### config.mk
export PLATFORM = sky130hd
export DESIGN_NAME = sync_length_frame_deframer
export DESIGN_NICKNAME = d
export VERILOG_FILES = /design/src/rtl/core/slfd_pkg.sv /design/src/rtl/core/slfd_front.sv /design/src/rtl/core/slfd_queue.sv /design/src/rtl/core/slfd_back.sv /design/src/rtl/core/sync_length_frame_deframer.sv
export SDC_FILE = /design/constraint.sdc
export NUM_CORES = 1
export LEC_CHECK = 0
export BUFFER_PORTS_ARGS = -buffer_cell sky130_fd_sc_hd__buf_2
export CAP_MARGIN = 20
export CORE_UTILIZATION = 55
export CTS_CLUSTER_DIAMETER = 200
export CTS_CLUSTER_SIZE = 12
export DETAILED_ROUTE_END_ITERATION = 10
export PLACE_DENSITY = 0.76
export SYNTH_ARGS = -nofsm -noshare
export SYNTH_HDL_FRONTEND = slang
export SYNTH_HIERARCHICAL = 1
export SYNTH_SLANG_ARGS = --single-unit
### constraint.sdc
create_clock -name clk -period 4.4 [get_ports clk]
set_clock_uncertainty 0.2 [all_clocks]
set_input_delay 0.22 -clock clk [delete_from_list [all_inputs] [get_ports clk]]
set_output_delay 0.22 -clock clk [all_outputs]
set_load 0.05 [all_outputs]
### src/rtl/core/slfd_pkg.sv
// Shared types and constants of the sync/length frame deframer.
// No dependencies.
package slfd_pkg;

	localparam int unsigned QDEPTH = 4;
	localparam int unsigned QPTR_W = $clog2(QDEPTH);
	localparam int unsigned QCNT_W = $clog2(QDEPTH + 1);

	localparam logic [15:0] START_SIG_RST = 16'd16018;
	localparam logic [15:0] END_SIG_RST   = 16'd16108;
	localparam logic [15:0] MIN_FRAME_LEN = 16'd8;

	localparam logic [2:0] KIND_PAYLOAD    = 3'd0;
	localparam logic [2:0] KIND_GOOD       = 3'd1;
	localparam logic [2:0] KIND_BAD_START  = 3'd2;
	localparam logic [2:0] KIND_BAD_END    = 3'd3;
	localparam logic [2:0] KIND_BAD_LENGTH = 3'd4;

	localparam logic CFG_START_SIG = 1'b0;
	localparam logic CFG_END_SIG   = 1'b1;

	typedef enum logic [6:0] {
		PH_START_LO = 7'b0000001,
		PH_START_HI = 7'b0000010,
		PH_LEN_LO   = 7'b0000100,
		PH_LEN_HI   = 7'b0001000,
		PH_SVC_LO   = 7'b0010000,
		PH_SVC_HI   = 7'b0100000,
		PH_BODY     = 7'b1000000
	} phase_t;

	typedef struct packed {
		logic [2:0]  kind;
		logic [7:0]  payload;
		logic [15:0] service;
		logic [15:0] length;
		logic        done;
	} item_t;

	typedef struct packed {
		logic full;
		logic empty;
	} qstat_t;

endpackage

### src/rtl/core/slfd_front.sv
// Front end: accepts received bytes, tracks the frame phase and classifies
// each byte into zero or one result item. Depends on slfd_pkg.
module slfd_front (
	input  logic                 clk,
	input  logic                 arst_n,
	input  logic                 cfg_we,
	input  logic                 cfg_addr,
	input  logic [15:0]          cfg_wdata,
	input  logic                 accept,
	input  logic [7:0]           rx_byte,
	output logic                 wr_en,
	output slfd_pkg::item_t      wr_item
);

	logic [15:0]      start_sig_q;
	logic [15:0]      end_sig_q;
	slfd_pkg::phase_t phase_q;
	logic [15:0]      cnt_q;
	logic [7:0]       low_q;
	logic [15:0]      len_q;
	logic [15:0]      svc_q;

	slfd_pkg::phase_t phase_d;
	logic [15:0]      cnt_d;
	logic [7:0]       low_d;
	logic [15:0]      len_d;
	logic [15:0]      svc_d;
	logic [15:0]      word;
	logic [16:0]      pos2;
	logic             restart;

	assign word = {rx_byte, low_q};
	assign pos2 = {1'b0, cnt_q} + 17'd2;

	always_ff @(posedge clk or negedge arst_n) begin
		if (!arst_n) begin
			start_sig_q <= slfd_pkg::START_SIG_RST;
			end_sig_q   <= slfd_pkg::END_SIG_RST;
		end else if (cfg_we) begin
			if (cfg_addr == slfd_pkg::CFG_START_SIG) begin
				start_sig_q <= cfg_wdata;
			end else begin
				end_sig_q <= cfg_wdata;
			end
		end
	end

	always_comb begin
		phase_d = phase_q;
		cnt_d   = cnt_q + 16'd1;
		low_d   = low_q;
		len_d   = len_q;
		svc_d   = svc_q;
		restart = 1'b0;
		wr_en   = 1'b0;
		wr_item = '0;
		unique case (phase_q)
			slfd_pkg::PH_START_LO: begin
				low_d   = rx_byte;
				phase_d = slfd_pkg::PH_START_HI;
			end
			slfd_pkg::PH_START_HI: begin
				if (word != start_sig_q) begin
					restart      = 1'b1;
					wr_en        = 1'b1;
					wr_item.kind = slfd_pkg::KIND_BAD_START;
					wr_item.done = 1'b1;
				end else begin
					phase_d = slfd_pkg::PH_LEN_LO;
				end
			end
			slfd_pkg::PH_LEN_LO: begin
				low_d   = rx_byte;
				phase_d = slfd_pkg::PH_LEN_HI;
			end
			slfd_pkg::PH_LEN_HI: begin
				if (word < slfd_pkg::MIN_FRAME_LEN) begin
					restart        = 1'b1;
					wr_en          = 1'b1;
					wr_item.kind   = slfd_pkg::KIND_BAD_LENGTH;
					wr_item.length = word;
					wr_item.done   = 1'b1;
				end else begin
					len_d   = word;
					phase_d = slfd_pkg::PH_SVC_LO;
				end
			end
			slfd_pkg::PH_SVC_LO: begin
				low_d   = rx_byte;
				phase_d = slfd_pkg::PH_SVC_HI;
			end
			slfd_pkg::PH_SVC_HI: begin
				svc_d   = word;
				phase_d = slfd_pkg::PH_BODY;
			end
			slfd_pkg::PH_BODY: begin
				if (pos2 < {1'b0, len_q}) begin
					wr_en           = 1'b1;
					wr_item.kind    = slfd_pkg::KIND_PAYLOAD;
					wr_item.payload = rx_byte;
					wr_item.service = svc_q;
					wr_item.length  = len_q;
				end else if (pos2 == {1'b0, len_q}) begin
					low_d = rx_byte;
				end else begin
					restart         = 1'b1;
					wr_en           = 1'b1;
					wr_item.kind    = (word == end_sig_q) ? slfd_pkg::KIND_GOOD
						: slfd_pkg::KIND_BAD_END;
					wr_item.service = svc_q;
					wr_item.length  = len_q;
					wr_item.done    = 1'b1;
				end
			end
			default: begin
				restart = 1'b1;
			end
		endcase
		if (restart) begin
			phase_d = slfd_pkg::PH_START_LO;
			cnt_d   = '0;
			low_d   = '0;
			len_d   = '0;
			svc_d   = '0;
		end
		if (!accept) begin
			wr_en = 1'b0;
		end
	end

	always_ff @(posedge clk or negedge arst_n) begin
		if (!arst_n) begin
			phase_q <= slfd_pkg::PH_START_LO;
			cnt_q   <= '0;
			low_q   <= '0;
			len_q   <= '0;
			svc_q   <= '0;
		end else if (accept) begin
			phase_q <= phase_d;
			cnt_q   <= cnt_d;
			low_q   <= low_d;
			len_q   <= len_d;
			svc_q   <= svc_d;
		end
	end

endmodule

### src/rtl/core/slfd_queue.sv
// Short result queue between the front end and the output stage.
// Depends on slfd_pkg.
module slfd_queue (
	input  logic            clk,
	input  logic            arst_n,
	input  logic            wr_en,
	input  slfd_pkg::item_t wr_item,
	input  logic            rd_en,
	output slfd_pkg::item_t rd_item,
	output slfd_pkg::qstat_t stat
);

	slfd_pkg::item_t                 mem_q [slfd_pkg::QDEPTH];
	logic [slfd_pkg::QPTR_W-1:0]     wr_ptr_q;
	logic [slfd_pkg::QPTR_W-1:0]     rd_ptr_q;
	logic [slfd_pkg::QCNT_W-1:0]     count_q;

	assign stat.full  = (count_q == slfd_pkg::QCNT_W'(slfd_pkg::QDEPTH));
	assign stat.empty = (count_q == '0);
	assign rd_item    = mem_q[rd_ptr_q];

	always_ff @(posedge clk) begin
		if (wr_en) begin
			mem_q[wr_ptr_q] <= wr_item;
		end
	end

	always_ff @(posedge clk or negedge arst_n) begin
		if (!arst_n) begin
			wr_ptr_q <= '0;
			rd_ptr_q <= '0;
			count_q  <= '0;
		end else begin
			if (wr_en) begin
				wr_ptr_q <= wr_ptr_q + 1'b1;
			end
			if (rd_en) begin
				rd_ptr_q <= rd_ptr_q + 1'b1;
			end
			if (wr_en && !rd_en) begin
				count_q <= count_q + 1'b1;
			end else if (!wr_en && rd_en) begin
				count_q <= count_q - 1'b1;
			end
		end
	end

endmodule

### src/rtl/core/slfd_back.sv
// Back end: output register that presents the oldest result item and
// refills from the result queue. Depends on slfd_pkg.
module slfd_back (
	input  logic              clk,
	input  logic              arst_n,
	input  slfd_pkg::qstat_t  qstat,
	input  slfd_pkg::item_t   q_item,
	output logic              q_rd,
	input  logic              pop,
	output logic              empty,
	output slfd_pkg::item_t   out_item
);

	logic            valid_q;
	slfd_pkg::item_t item_q;

	assign q_rd     = !qstat.empty && (!valid_q || pop);
	assign empty    = !valid_q;
	assign out_item = item_q;

	always_ff @(posedge clk or negedge arst_n) begin
		if (!arst_n) begin
			valid_q <= 1'b0;
		end else if (q_rd) begin
			valid_q <= 1'b1;
		end else if (pop) begin
			valid_q <= 1'b0;
		end
	end

	always_ff @(posedge clk) begin
		if (q_rd) begin
			item_q <= q_item;
		end
	end

endmodule

### src/rtl/core/sync_length_frame_deframer.sv
// Top level of the sync/length frame deframer.
// Instantiates slfd_front, slfd_queue and slfd_back; depends on slfd_pkg.
//
// Usage:
//   Input side is a queue write port: one received byte per item, taken on
//   a clock edge with push high and full low. Result side is a queue read
//   port: while empty is low the oldest result is on the result ports, and
//   it is taken on a clock edge with pop high.
//   Each byte yields zero or one result: a payload byte, or one status item
//   (good end, bad start, bad end, bad length) that closes a frame attempt.
//   Throughput is one byte per cycle while full is low; the front end
//   classifies a byte in the cycle it is taken. A result is written to the
//   four-entry result queue at the edge that takes its byte and reaches the
//   output register, and so the ports, once that register is free. When the
//   receiver stalls, results collect in the queue and output register; full
//   rises once the queue holds four items and input stops. The user must
//   write the signature registers through cfg_we/cfg_addr/cfg_wdata only
//   while the block is idle; the block does not enforce this. Reset clears
//   the frame state, empties the result queue and the output register and
//   restores the default signatures; the block is ready the cycle after.
module sync_length_frame_deframer (
	input  logic        clk,
	input  logic        arst_n,
	input  logic        cfg_we,
	input  logic        cfg_addr,
	input  logic [15:0] cfg_wdata,
	input  logic        push,
	output logic        full,
	input  logic [7:0]  rx_byte,
	output logic        empty,
	input  logic        pop,
	output logic [2:0]  result_kind,
	output logic [7:0]  payload_byte,
	output logic [15:0] service_id,
	output logic [15:0] frame_length,
	output logic        frame_done
);

	slfd_pkg::item_t  wr_item;
	slfd_pkg::item_t  q_item;
	slfd_pkg::item_t  out_item;
	slfd_pkg::qstat_t qstat;
	logic             wr_en;
	logic             q_rd;
	logic             accept;

	assign full   = qstat.full;
	assign accept = push && !qstat.full;

	slfd_front u_front (
		.clk       (clk),
		.arst_n    (arst_n),
		.cfg_we    (cfg_we),
		.cfg_addr  (cfg_addr),
		.cfg_wdata (cfg_wdata),
		.accept    (accept),
		.rx_byte   (rx_byte),
		.wr_en     (wr_en),
		.wr_item   (wr_item)
	);

	slfd_queue u_queue (
		.clk     (clk),
		.arst_n  (arst_n),
		.wr_en   (wr_en),
		.wr_item (wr_item),
		.rd_en   (q_rd),
		.rd_item (q_item),
		.stat    (qstat)
	);

	slfd_back u_back (
		.clk      (clk),
		.arst_n   (arst_n),
		.qstat    (qstat),
		.q_item   (q_item),
		.q_rd     (q_rd),
		.pop      (pop),
		.empty    (empty),
		.out_item (out_item)
	);

	assign result_kind  = out_item.kind;
	assign payload_byte = out_item.payload;
	assign service_id   = out_item.service;
	assign frame_length = out_item.length;
	assign frame_done   = out_item.done;

endmodule

==> metrics.log, run 1 <==
[metrics] final number of hold-violating endpoints: 0
[metrics] design internal power: roughly 5.7 mW
[metrics] die area: about 25000 sq um
[metrics] Clock Pin Slew Worst Setup and Hold Paths: roughly 0.06 ns
[metrics] initial antenna violation count: 0
[metrics] number of rows in the core area: 57
[metrics] #FFs+latches synth: 323
[metrics] met2 layer wire length in the routed design: ~13 mm
[metrics] DRC marker count from the first detailed-route iteration: 673
[metrics] Yosys top cell by area: sky130_fd_sc_hd__edfxtp_1
[metrics] share of the synthesized area in the top cell type: 0.484
[metrics] number of top-level design ports: 76
[metrics] worst slack at placement: approximately 0.26 ns
[metrics] number of buffers on the longest clock path: 3
[metrics] final cell utilization of the core: 0.639
[metrics] ratio of final minimum period to clock period: 0.934
[metrics] Setup Buffers After CTS: 0
[metrics] final routed DRC violation total: 0
[metrics] count of vias placed by the detailed router: approximately 7700
[metrics] Worst-Margin Slew: 0.863 ns
[metrics] largest net degree at the start of global routing: 63
[metrics] final layout net count: approximately 1000
[metrics] final setup violation count: 0
[metrics] Antenna diodes: 0
[metrics] overall fraction of global-route tracks in use: 0.222
[metrics] Data required, critical path: 4.68 ns
[metrics] most common cell after layout, fill and taps aside: sky130_fd_sc_hd__edfxtp_1
[metrics] synthesized instance count: between 800 and 900
[metrics] weighted congestion at the end of routability-driven global placement: around 0.85
[metrics] Worst Slack Setup Final: ~0.3 ns
[metrics] effective utilization at floorplan: 0.562
[metrics] arrival time reported for the critical path endpoint: about 4.4 ns
[metrics] global route overflow: 0
[metrics] Max Transition Viols Final: 0
[metrics] wire length on met3: roughly 1.8 mm
[metrics] final wirelength: around 27 mm
[metrics] clock tree sinks: roughly 320
[metrics] count of fill cells added during filler insertion: 1738
[metrics] Slew Limit Headroom: 0.425
[metrics] Final ANT Viol Nets: 0
[metrics] nets in the synthesized netlist: around 900
[metrics] worst hold path class: input port to register
[metrics] Core Footprint: ~24000 sq um
[metrics] Post-synth EDFFs: 220
[metrics] Synth Area per Inst: about 16 sq um
[metrics] # H-tree levels: 1
[metrics] Root Buffer: sky130_fd_sc_hd__clkbuf_16
[metrics] highest routing layer actually used: met4
[metrics] HPWL after detailed placement: approximately 17 mm
[metrics] Initial DRT Pass Iterations: 5
[metrics] vias in the first global route: 7781
[metrics] number of distinct library cells after synthesis: roughly 70
[metrics] Area after DPL: 14400 sq um
[metrics] part of the total power dissipated in the clock network: 0.277
[metrics] final critical path time including I/O delays and setup: between 4 and 5 ns
[metrics] Leakage: 5.93 nW
[metrics] kind of start point of the critical path: register
[metrics] portion of total power attributed to combinational logic: 0.259
[metrics] warnings from Yosys: 6
[metrics] share of post-route cells with drive strength above 1: 0.244
[metrics] number of buffer cells added on primary ports: 75
[metrics] Max-Cap Viols: 0
[metrics] PD cells: around 540 nW/um^2
[metrics] Synth async-reset ratio: 0.319
[metrics] endpoint class of the critical path: register
[metrics] DIE WIDTH: about 160 um
[metrics] top area cells in the synthesized netlist: sky130_fd_sc_hd__edfxtp_1, sky130_fd_sc_hd__dfrtp_1, sky130_fd_sc_hd__mux4_2, sky130_fd_sc_hd__dfstp_2, sky130_fd_sc_hd__mux2_2
[metrics] final routed wire length divided by cell count: slightly above 20 um
[metrics] M1 WL: between 10 and 15 mm
[metrics] IR Drop Worst-Case VDD: around 0.00033 V
[metrics] critical path class: register to register
[metrics] timing-limited maximum frequency: between 200 and 250 MHz
[metrics] leading register cell type out of synthesis: sky130_fd_sc_hd__edfxtp_1
[metrics] run status: completed
[metrics] proportion of total power due to net switching: 0.322
[metrics] vertical extent of the die: approximately 160 um
[metrics] switching power of the nets: between 2 and 3 mW
[metrics] final total negative setup slack: 0 ns
[metrics] Worst Path Max Fanout: 6
[metrics] global-route wire length before repair: ~44 mm
[metrics] cell area after synthesis: 13700 sq um
[metrics] area of all placed cells without fillers: ~16000 sq um
[metrics] Clock Latency Late Sink: approximately 0.56 ns
[metrics] sequential share of power: 0.465
[metrics] DR vias/cell: just under 6
[metrics] commonest cells after routing, fill and taps aside: sky130_fd_sc_hd__edfxtp_1, sky130_fd_sc_hd__dfrtp_1, sky130_fd_sc_hd__buf_2, sky130_fd_sc_hd__nand2_1, sky130_fd_sc_hd__inv_1
[metrics] unrepaired setup endpoints after global routing: false
[metrics] number of buffers added by the clock tree synthesis step: 30
[metrics] Area growth syn-to-layout: 13.7%
[metrics] Seq/Total Area, Yosys: 0.674
[metrics] clock tree from TritonCTS: built
[power by group through the flow]
stage               Sequential, mW  Combinational [mW]  Clock (mW)
global route                  3.96                2.33        2.49
global placement              4.03                2.05           0
finish                        3.92                2.18        2.33
CTS                           3.98                2.11        2.37
detailed placement            4.04                2.08           0
floorplan                     4.30                1.37           0
[state kept, by name (all words and copies together) (netlist names), 3 cells and up]
signal	count
u_queue/count_q	3
u_front/svc_q	16
u_front/phase_q	7
u_front/end_sig_q	16
u_front/len_q	16
u_back/out_item	44
u_front/low_q	8
u_queue/mem_q	176
u_front/start_sig_q	16
u_front/cnt_q	16
[cells by family after synthesis]
logic type,after synthesis,synth area share
and+or+nand+nor,194,0.0744
AOI/OAI and AO/OA,104,0.0579
DFF,323,0.674
xor gates and xnor gates,56,0.0359
muxes,78,0.102
adders and majority gates,24,0.0225
buffers and inverters,90,0.0331
[per-layer routing]
layer / up-vias / global-route usage
met2: 290 / 0.366
met3: 42 / 0.0370
li1: 3480 / -
met5: - / 0
met1: 3895 / 0.308
met4: 0 / 0.0603
[cells in the mapped netlist (all sizes together) (2+ instances only)]
cell      n
mux4     44
buf      27
a41oi     2
a32oi     3
nand2    64
o31ai     3
a211oi    5
nand4    15
o21a      4
and3      2
a21oi    10
o21ai    21
o22ai    14
a21o      3
o32ai     8
nor2b    19
nor4b     2
a22o     11
dfstp    19
a32o      6
or2       2
a31oi     5
xor2     26
edfxtp  220
ha       23
nor4     10
and2     13
nor2     37
xnor2    30
or4       3
nand3    10
or3       4
inv      43
nor3      9
dfrtp    84
clkbuf   20
mux2     33
[cell type report]
| cell class | instances | area, sq um | area share |
|---|---|---|---|
| clock buffer | 55 | 845 | 0.0544 |
| clock inverter | 1 | 16.3 | 0.00105 |
| inverter | 43 | 161 | 0.0104 |
| multi-input combinational | 456 | 4030 | 0.260 |
| sequential | 323 | 9210 | 0.593 |
| tap | 324 | 405 | 0.0261 |
| timing repair buffer | 122 | 861 | 0.0554 |
[final timing paths]
| check | depth (start not counted) | startpoint | end | slack (ns) |
|---|---|---|---|---|
| max | 18 | u_front/cnt_q[1] | u_queue/count_q[2] | 0.29 |
| min | 4 | cfg_addr | u_front/start_sig_q[5] | 0.07 |
| max reg2reg | 18 | u_front/cnt_q[1] | u_queue/count_q[2] | 0.29 |
| min reg2reg | 1 | u_queue/count_q[2] | u_queue/count_q[2] | 0.29 |
| max in group asynchronous | 3 | arst_n | u_front/end_sig_q[2] | 2.79 |
| min in group asynchronous | 2 | arst_n | u_front/len_q[5] | 0.15 |
[per-stage QoR]
step	total power [mW]	hold slack, ns	std cells
floorplan	5.68	-0.276	869
global route	8.79	0.0813	1324
global placement	6.08	0.188	1240
detailed placement	6.13	0.188	1240
CTS	8.47	0.0522	1323
finish	8.43	0.0666	1324
[critical path: stages, from the launching register on]
cell	delay, ns
sky130_fd_sc_hd__dfrtp_1	0.39
sky130_fd_sc_hd__ha_1	0.28
sky130_fd_sc_hd__nand3_1	0.23
sky130_fd_sc_hd__nor2_1	0.19
sky130_fd_sc_hd__nor2_1	0.05
sky130_fd_sc_hd__nor2_1	0.09
sky130_fd_sc_hd__ha_1	0.25
sky130_fd_sc_hd__o21ai_0	0.16
sky130_fd_sc_hd__nor2_1	0.07
sky130_fd_sc_hd__a2111o_1	0.46
sky130_fd_sc_hd__a211oi_4	0.29
sky130_fd_sc_hd__nor2_2	0.06
sky130_fd_sc_hd__a21oi_1	0.24
sky130_fd_sc_hd__ha_1	0.23
sky130_fd_sc_hd__inv_1	0.06
sky130_fd_sc_hd__fa_1	0.37
sky130_fd_sc_hd__xor2_1	0.17
sky130_fd_sc_hd__nor2_1	0.11
sky130_fd_sc_hd__xor2_1	0.15
[repair_timing]
item,4_1_cts,5_1_grt
setup endpoints to repair,0,2
hold buffers,27,0
gates resized for setup,0,1
endpoints found under the hold margin,131,0
Power figures use the tool's default switching activity.
==> inputs of run 2 (changes only) <==
- SYNTH_HIERARCHICAL: 1 -> default
==> run 2 against run 1 <==
- area after synthesis down 0.35%
- global-route usage decreased by 0.23 points
- core utilization fell by 0.20 points
- total power is 0.92% lower
- largest power group unchanged
==> metrics.log, run 2 <==
[metrics] cell area after synthesis: 13600 sq um (-0.35%)
[metrics] area of all placed cells without fillers: 15500 sq um (-0.31%)
[metrics] Data required, critical path: 4.65 ns (-0.03 ns)
[metrics] number of buffers added by the clock tree synthesis step: 30 (unchanged)
[metrics] final cell utilization of the core: 0.637 (-0.00195)
[metrics] die area: 25400 sq um (-0.34%)
[metrics] run status: completed
[metrics] Leakage: 6.02 nW (+1.6%)
[metrics] critical-path cell list: nand3_1 -> nor2_4 -> nand3_1 -> xnor2_1 -> ha_1 -> nand2_1 -> nor4_4 -> and4_1 -> o311ai_2 -> and2_4 -> o221a_4 -> ha_1 -> inv_1 -> fa_1 -> mux2_2
[metrics] number of distinct library cells after synthesis: 66 (-7.0%)
[metrics] Synth async-reset ratio: 0.319 (unchanged)
[metrics] Setup Buffers After CTS: 0 (unchanged)
[metrics] count of vias placed by the detailed router: 7446 (-3.4%)
[metrics] Worst Path Max Fanout: 8 (+2)
[metrics] leading register cell type out of synthesis: sky130_fd_sc_hd__edfxtp_1
[metrics] Worst-Margin Slew: 0.973 ns (+0.110 ns)
[metrics] Area after DPL: 14300 sq um (-0.37%)
[metrics] worst slack at placement: 0.144 ns (-0.119 ns)
[metrics] xor/xnor cell area share of the yosys netlist: 0.0392 (+0.00334)
[metrics] area fraction in compound gates after synthesis: 0.0618 (+0.00388)
[metrics] overall fraction of global-route tracks in use: 0.220 (-0.00227)
[metrics] critical path class: register to register
[metrics] Antenna diodes: 0 (unchanged)
[metrics] area taken by flip-flops and latches: 9210 sq um (about the same)
[metrics] IR Drop Worst-Case VDD: 0.000324 V (-0.62%)
[metrics] ratio of final minimum period to clock period: 0.936 (+0.00276)
[metrics] Synth Area per Inst: 16.3 sq um (+3.7%)
[metrics] global route overflow: 0 (unchanged)
[metrics] post-synthesis share of cell area spent on and, or, nand and nor gates: 0.0713 (-0.00305)
[metrics] Final Hold Slack: 0.0175 ns (-0.0492 ns)
[metrics] reg-to-reg critical path endpoint: u_queue.count_q[1]
[metrics] Largest register FFs: 176 (unchanged)
[metrics] area of the multi-input gates: 4080 sq um (+1.2%)
[metrics] hold wc startpoint: cfg_addr
[metrics] most common cell after layout, fill and taps aside: sky130_fd_sc_hd__edfxtp_1
[metrics] largest net degree at the start of global routing: 72 (+14%)
[metrics] CP max stage cell: sky130_fd_sc_hd__dfrtp_1
[metrics] clock tree sinks: 323 (unchanged)
[metrics] final wirelength: 27.0 mm (-1.0%)
[metrics] largest register by flop count: u_queue.mem_q
[metrics] synthesized instance count: 835 (-3.9%)
[metrics] Adder-Cell Fraction of Synth Area: 0.0226 (+0.0000787)
[metrics] R2R setup slack: 0.28 ns (about the same)
[metrics] Clock Pin Slew Worst Setup and Hold Paths: 0.06 ns (about the same)
[metrics] share of the synthesized area in the top cell type: 0.485 (+0.00169)
[metrics] number of rows in the core area: 57 (unchanged)
[metrics] PD cells: 539 nW/um^2 (-0.62%)
[metrics] final number of hold-violating endpoints: 0 (unchanged)
[metrics] final routed wire length divided by cell count: 21.2 um (+2.9%)
[metrics] initial antenna violation count: 0 (unchanged)
[metrics] Max-Cap Viols: 0 (unchanged)
[metrics] # H-tree levels: 1 (unchanged)
[metrics] #FFs+latches synth: 323 (unchanged)
[metrics] Yosys top cell by area: sky130_fd_sc_hd__edfxtp_1
[metrics] Post-synth EDFFs: 220 (unchanged)
[metrics] unrepaired setup endpoints after global routing: false
[metrics] final total negative setup slack: 0 ns (unchanged)
[metrics] number of buffer cells added on primary ports: 75 (unchanged)
[metrics] critical path's top delay family: simple AND/OR/NAND/NOR gates
[metrics] final routed DRC violation total: 0 (unchanged)
[metrics] Worst Reg2Reg Path Length in Cells: 15 (-3)
[metrics] final setup violation count: 0 (unchanged)
[metrics] Worst Slack Setup Final: 0.280 ns (-0.0121 ns)
[metrics] clock tree from TritonCTS: built
[metrics] DRC marker count from the first detailed-route iteration: 619 (-8.0%)
[metrics] final layout net count: 980 (-4.9%)
[metrics] mux contribution to synthesized area: 0.102 (-0.000103)
[metrics] number of top-level design ports: 76 (unchanged)
[metrics] Slew Limit Headroom: 0.351 (-0.0734)
[metrics] number of buffers on the longest clock path: 3 (unchanged)
[metrics] warnings from Yosys: 0 (-6)
[metrics] Initial DRT Pass Iterations: 5 (unchanged)
[metrics] effective utilization at floorplan: 0.560 (-0.00196)
[metrics] DIE WIDTH: 159 um (-0.17%)
[metrics] hold path endpoint: u_front.start_sig_q[3]
[metrics] arrival time reported for the critical path endpoint: 4.37 ns (-0.02 ns)
[metrics] Root Buffer: sky130_fd_sc_hd__clkbuf_16
[metrics] main combinational cell family by area after synthesis: multiplexers
[metrics] largest stage delay on the critical path: 0.48 ns (+0.02 ns)
[metrics] final critical path time including I/O delays and setup: 4.12 ns (+0.0121 ns)
[metrics] count of fill cells added during filler insertion: 1675 (-3.6%)
[metrics] endpoint class of the critical path: register
[metrics] nets in the synthesized netlist: 889 (-3.7%)
[metrics] Max Transition Viols Final: 0 (unchanged)
[metrics] Area growth syn-to-layout: 13.8% (about the same)
[metrics] total buffers and inverters traversed by the critical path: 1 (unchanged)
[metrics] commonest cells after routing, fill and taps aside: sky130_fd_sc_hd__edfxtp_1, sky130_fd_sc_hd__dfrtp_1, sky130_fd_sc_hd__buf_2, sky130_fd_sc_hd__mux4_2, sky130_fd_sc_hd__xor2_1
[metrics] Min-Delay Path Depth: 3 (-1)
[metrics] top area cells in the synthesized netlist: sky130_fd_sc_hd__edfxtp_1, sky130_fd_sc_hd__dfrtp_1, sky130_fd_sc_hd__mux4_2, sky130_fd_sc_hd__dfstp_2, sky130_fd_sc_hd__mux2_2
[metrics] Final ANT Viol Nets: 0 (unchanged)
[metrics] kind of start point of the critical path: register
[metrics] most common library cells after synthesis: sky130_fd_sc_hd__edfxtp_1, sky130_fd_sc_hd__dfrtp_1, sky130_fd_sc_hd__mux4_2, sky130_fd_sc_hd__xor2_1, sky130_fd_sc_hd__and3_1
[metrics] share of post-route cells with drive strength above 1: 0.264 (+0.0205)
[metrics] global-route wire length before repair: 42.7 mm (-2.1%)
[metrics] Seq/Total Area, Yosys: 0.676 (+0.00235)
[metrics] library cell with the highest instance count after synthesis: sky130_fd_sc_hd__edfxtp_1
[metrics] vertical extent of the die: 159 um (-0.17%)
[metrics] HPWL after detailed placement: 16.6 mm (-2.7%)
[metrics] Clock Latency Late Sink: 0.57 ns (about the same)
[metrics] weighted congestion at the end of routability-driven global placement: 0.832 (-2.5%)
[metrics] worst hold path class: input port to register
[metrics] DR vias/cell: 5.85 (+0.48%)
[metrics] vias in the first global route: 7582 (-2.6%)
[metrics] Core Footprint: 24300 sq um (unchanged)
[metrics] timing-limited maximum frequency: 243 MHz (-0.29%)
[metrics] startpoint of the worst register-to-register path: u_front.cnt_q[3]
run 2: timing repair:
item | CTS | global route
gates resized for setup | 0 | 4
endpoints found under the setup margin | 0 | 2
hold buffers | 26 | 0
endpoints found under the hold margin | 118 | 0
run 2: cell type report:
class                   count  area share
flip-flops and latches    323       0.595
multi-input cells         427       0.264
clock buffers              54      0.0543
repair buffers            115      0.0520
well taps                 324      0.0262
inverters                  29     0.00703
clock inverters             1     0.00194
run 2: metrics by stage:
step	total power [mW]	std cells
floorplan	5.56	835
global placement	6.00	1191
detailed placement	6.04	1191
CTS	8.39	1272
global route	8.71	1273
finish	8.35	1273
run 2: tightest hold or removal path, delay by kind of cell:
family	cells	cell delay (ns)
multiplexers	1	0.27
AND/OR/NAND/NOR	1	0.16
buffers and inverters	1	0.10
run 2: where the power goes:
group | switching [mW] | internal [mW]
logic | 1.27 | 0.833
registers | 0.313 | 3.59
clock network | 1.06 | 1.28
run 2: kinds of logic (layout without fill, tap and decap cells):
family                   after synthesis  after routing
flip-flops                           323            323
AND/OR/NAND/NOR                      167            167
AO/OA/AOI/OAI                         96             96
buffers and inverters                 85            199
multiplexers                          79             79
XOR/XNOR                              61             61
adder cells (fa/ha/maj)               24             24
run 2: worst max-delay path by stage:
stage                       start  slack, ns  cells after the start            endpoint
2_1_floorplan  u_queue.count_q[0]       0.12                      7  u_queue.count_q[1]
3_3_place_gp     u_front.cnt_q[9]       0.26                     15  u_queue.count_q[1]
3_5_place_dp     u_front.cnt_q[2]       0.14                     15  u_queue.count_q[1]
4_1_cts          u_front.cnt_q[2]       0.16                     16  u_queue.count_q[1]
5_1_grt          u_front.cnt_q[8]       0.03                     17  u_queue.count_q[2]
6_report         u_front.cnt_q[3]       0.28                     15  u_queue.count_q[1]
run 2: metal layers:
layer / vias up / global-route usage / wire [um]
met2: 266 / 0.357 / 13100
met1: 3740 / 0.306 / 11600
met4: 0 / 0.0660 / 771
met3: 59 / 0.0393 / 1590
li1: 3381 / - / -
met5: - / 0 / 0
==> inputs of run 3 (changes only) <==
- CORE_ASPECT_RATIO: default -> 0.9
- HOLD_SLACK_MARGIN: default -> 0.05
==> run 3 against run 2 <==
- first-iteration DRC count decreased by 0.48%
- setup slack worse by 0.12 ns
- critical path depth did not move
- die area hardly changed
- sequential power is essentially flat
- final area fell by 0.41%
- maximum frequency down 2.9%
- hold slack gained 0.045 ns
- critical path type unchanged
- combinational power is essentially flat
- global-route usage down 1.2 points
- cell count down 1.0%
- largest power group unchanged
- count of clock-buffer cells in the layout grew 1
- critical endpoint unchanged
==> metrics.log, run 3 (same netlist as run 2, synthesis figures left out) <==
[metrics] fin cells: 1260 (-1.0%)
[metrics] clock tree from TritonCTS: built
[metrics] Max-Cap Viols: 0 (unchanged)
[metrics] count of vias placed by the detailed router: 7441 (-0.067%)
[metrics] number of rows in the core area: 54 (-5.3%)
[metrics] R2R setup slack: 0.16 ns (-0.12 ns)
[metrics] effective utilization at floorplan: 0.561 (+0.00147)
[metrics] final layout net count: 982 (+0.20%)
[metrics] Data required, critical path: 4.65 ns (about the same)
[metrics] final routed DRC violation total: 0 (unchanged)
[metrics] # H-tree levels: 1 (unchanged)
[metrics] Root Buffer: sky130_fd_sc_hd__clkbuf_16
[metrics] kind of start point of the critical path: register
[metrics] global route overflow: 0 (unchanged)
[metrics] HPWL after detailed placement: 16.1 mm (-3.1%)
[metrics] arrival time reported for the critical path endpoint: 4.49 ns (+0.12 ns)
[metrics] Slew Limit Headroom: 0.462 (+0.111)
[metrics] DIE WIDTH: 168 um (+5.3%)
[metrics] final number of hold-violating endpoints: 0 (unchanged)
[metrics] critical path class: register to register
[metrics] most common cell after layout, fill and taps aside: sky130_fd_sc_hd__edfxtp_1
[metrics] overall fraction of global-route tracks in use: 0.207 (-0.0123)
[metrics] number of buffers added by the clock tree synthesis step: 30 (unchanged)
[metrics] final routed wire length divided by cell count: 20.3 um (-4.4%)
[metrics] DR vias/cell: 5.91 (+0.96%)
[metrics] Worst-Margin Slew: 0.807 ns (-0.166 ns)
[metrics] commonest cells after routing, fill and taps aside: sky130_fd_sc_hd__edfxtp_1, sky130_fd_sc_hd__dfrtp_1, sky130_fd_sc_hd__buf_2, sky130_fd_sc_hd__mux4_2, sky130_fd_sc_hd__xor2_1
[metrics] timing-limited maximum frequency: 236 MHz (-2.9%)
[metrics] clock tree sinks: 323 (unchanged)
[metrics] Area after DPL: 14300 sq um (-0.35%)
[metrics] worst hold path class: input port to register
[metrics] number of top-level design ports: 76 (unchanged)
[metrics] final cell utilization of the core: 0.636 (-0.000956)
[metrics] Largest register FFs: 176 (unchanged)
[metrics] Final ANT Viol Nets: 0 (unchanged)
[metrics] Clock Latency Late Sink: 0.56 ns (about the same)
[metrics] vertical extent of the die: 151 um (-5.1%)
[metrics] largest register by flop count: u_queue.mem_q
[metrics] Clock Pin Slew Worst Setup and Hold Paths: 0.06 ns (about the same)
[metrics] final wirelength: 25.6 mm (-5.3%)
[metrics] PD cells: 540 nW/um^2 (about the same)
[metrics] Area growth syn-to-layout: 13.3%
[metrics] worst slack at placement: 0.157 ns (+0.0124 ns)
[metrics] final total negative setup slack: 0 ns (unchanged)
[metrics] final setup violation count: 0 (unchanged)
[metrics] IR Drop Worst-Case VDD: 0.000342 V (+5.6%)
[metrics] share of post-route cells with drive strength above 1: 0.267 (+0.00232)
[metrics] run status: completed
[metrics] Worst Path Max Fanout: 7 (-1)
[metrics] vias in the first global route: 7104 (-6.3%)
[metrics] number of buffers on the longest clock path: 3 (unchanged)
[metrics] weighted congestion at the end of routability-driven global placement: 0.879 (+5.7%)
[metrics] largest net degree at the start of global routing: 63 (-13%)
[metrics] Core Footprint: 24300 sq um (-0.26%)
[metrics] final critical path time including I/O delays and setup: 4.24 ns (+0.124 ns)
[metrics] unrepaired setup endpoints after global routing: false
[metrics] area of all placed cells without fillers: 15400 sq um (-0.41%)
[metrics] Cells after DPL: 1178 (-1.1%)
[metrics] die area: 25400 sq um (about the same)
[metrics] Antenna diodes: 0 (unchanged)
[metrics] Worst Slack Setup Final: 0.155 ns (-0.124 ns)
[metrics] DRC marker count from the first detailed-route iteration: 616 (-0.48%)
[metrics] number of buffer cells added on primary ports: 75 (unchanged)
[metrics] global-route wire length before repair: 40.2 mm (-6.0%)
[metrics] Initial DRT Pass Iterations: 5 (unchanged)
[metrics] endpoint class of the critical path: register
[metrics] initial antenna violation count: 0 (unchanged)
[metrics] Max Transition Viols Final: 0 (unchanged)
[metrics] ratio of final minimum period to clock period: 0.965 (+0.0283)
[metrics] Leakage: 6.02 nW (-0.13%)
## run 3: cell count changes in the layout (fill, tap and decap cells not counted)
cell,delta
sky130_fd_sc_hd__nor2b_2,-1
sky130_fd_sc_hd__nor2b_1,+1
sky130_fd_sc_hd__clkbuf_1,+1
sky130_fd_sc_hd__dfrtp_2,+2
sky130_fd_sc_hd__buf_12,-5
sky130_fd_sc_hd__buf_4,+7
sky130_fd_sc_hd__dfrtp_1,-2
## run 3: worst paths after layout
| path | startpoint | end | cells past startpoint |
|---|---|---|---|
| worst max-delay path | u_front.cnt_q[2] | u_queue.count_q[1] | 15 |
| worst min-delay path | cfg_addr | u_front.start_sig_q[1] | 4 |
| worst max register to register | u_front.cnt_q[2] | u_queue.count_q[1] | 15 |
| worst min register to register | u_queue.count_q[2] | u_queue.count_q[2] | 1 |
| max in group asynchronous | arst_n | u_front.svc_q[5] | 3 |
| min in group asynchronous | arst_n | u_front.end_sig_q[14] | 2 |
## run 3: final cells by class
type,instances,area (sq um)
inverter,29,109
timing repair buffer,117,758
clock buffer,55,845
clock inverter,1,30.0
multi-input combinational,427,4080
fill,1698,8840
sequential,323,9210
tap,308,385
## run 3: where the power goes
group,internal [mW],total [mW],switching [mW]
Clock,1.29,2.33,1.04
Sequential,3.59,3.88,0.284
Combinational,0.826,2.11,1.29
## run 3: routing by layer
layer	share of wire	routed length, um	track usage
met1	0.46	11800	0.310
met2	0.45	11600	0.315
met3	0.062	1600	0.0345
met4	0.022	553	0.0624
met5	0	0	0
## run 3: what timing repair did
action,CTS,global route
endpoints found under the setup margin,0,2
setup buffers,0,0
hold endpoints to repair,150,0
hold buffers,26,0
resized for setup,0,6
## run 3: stage by stage
stage	power, mW	hold slack (ns)
4_1_cts	8.39	0.0510
5_1_grt	8.70	0.0727
3_5_place_dp	6.04	0.158
3_3_place_gp	6.02	0.152
6_report	8.32	0.0622
2_1_floorplan	5.56	-0.276
## run 3: critical path, stage by stage, from the launching register on
cell and delay, ns:
sky130_fd_sc_hd__dfrtp_1 0.41, sky130_fd_sc_hd__ha_2 0.24, sky130_fd_sc_hd__nand2_1 0.12, sky130_fd_sc_hd__or3_1 0.38
sky130_fd_sc_hd__xnor2_1 0.15, sky130_fd_sc_hd__ha_1 0.30, sky130_fd_sc_hd__nand3_2 0.10, sky130_fd_sc_hd__nor4_4 0.36
sky130_fd_sc_hd__and4_1 0.28, sky130_fd_sc_hd__o311ai_2 0.12, sky130_fd_sc_hd__and2_4 0.20, sky130_fd_sc_hd__o221a_4 0.32
sky130_fd_sc_hd__ha_1 0.21, sky130_fd_sc_hd__inv_1 0.07, sky130_fd_sc_hd__fa_1 0.40, sky130_fd_sc_hd__mux2_2 0.27
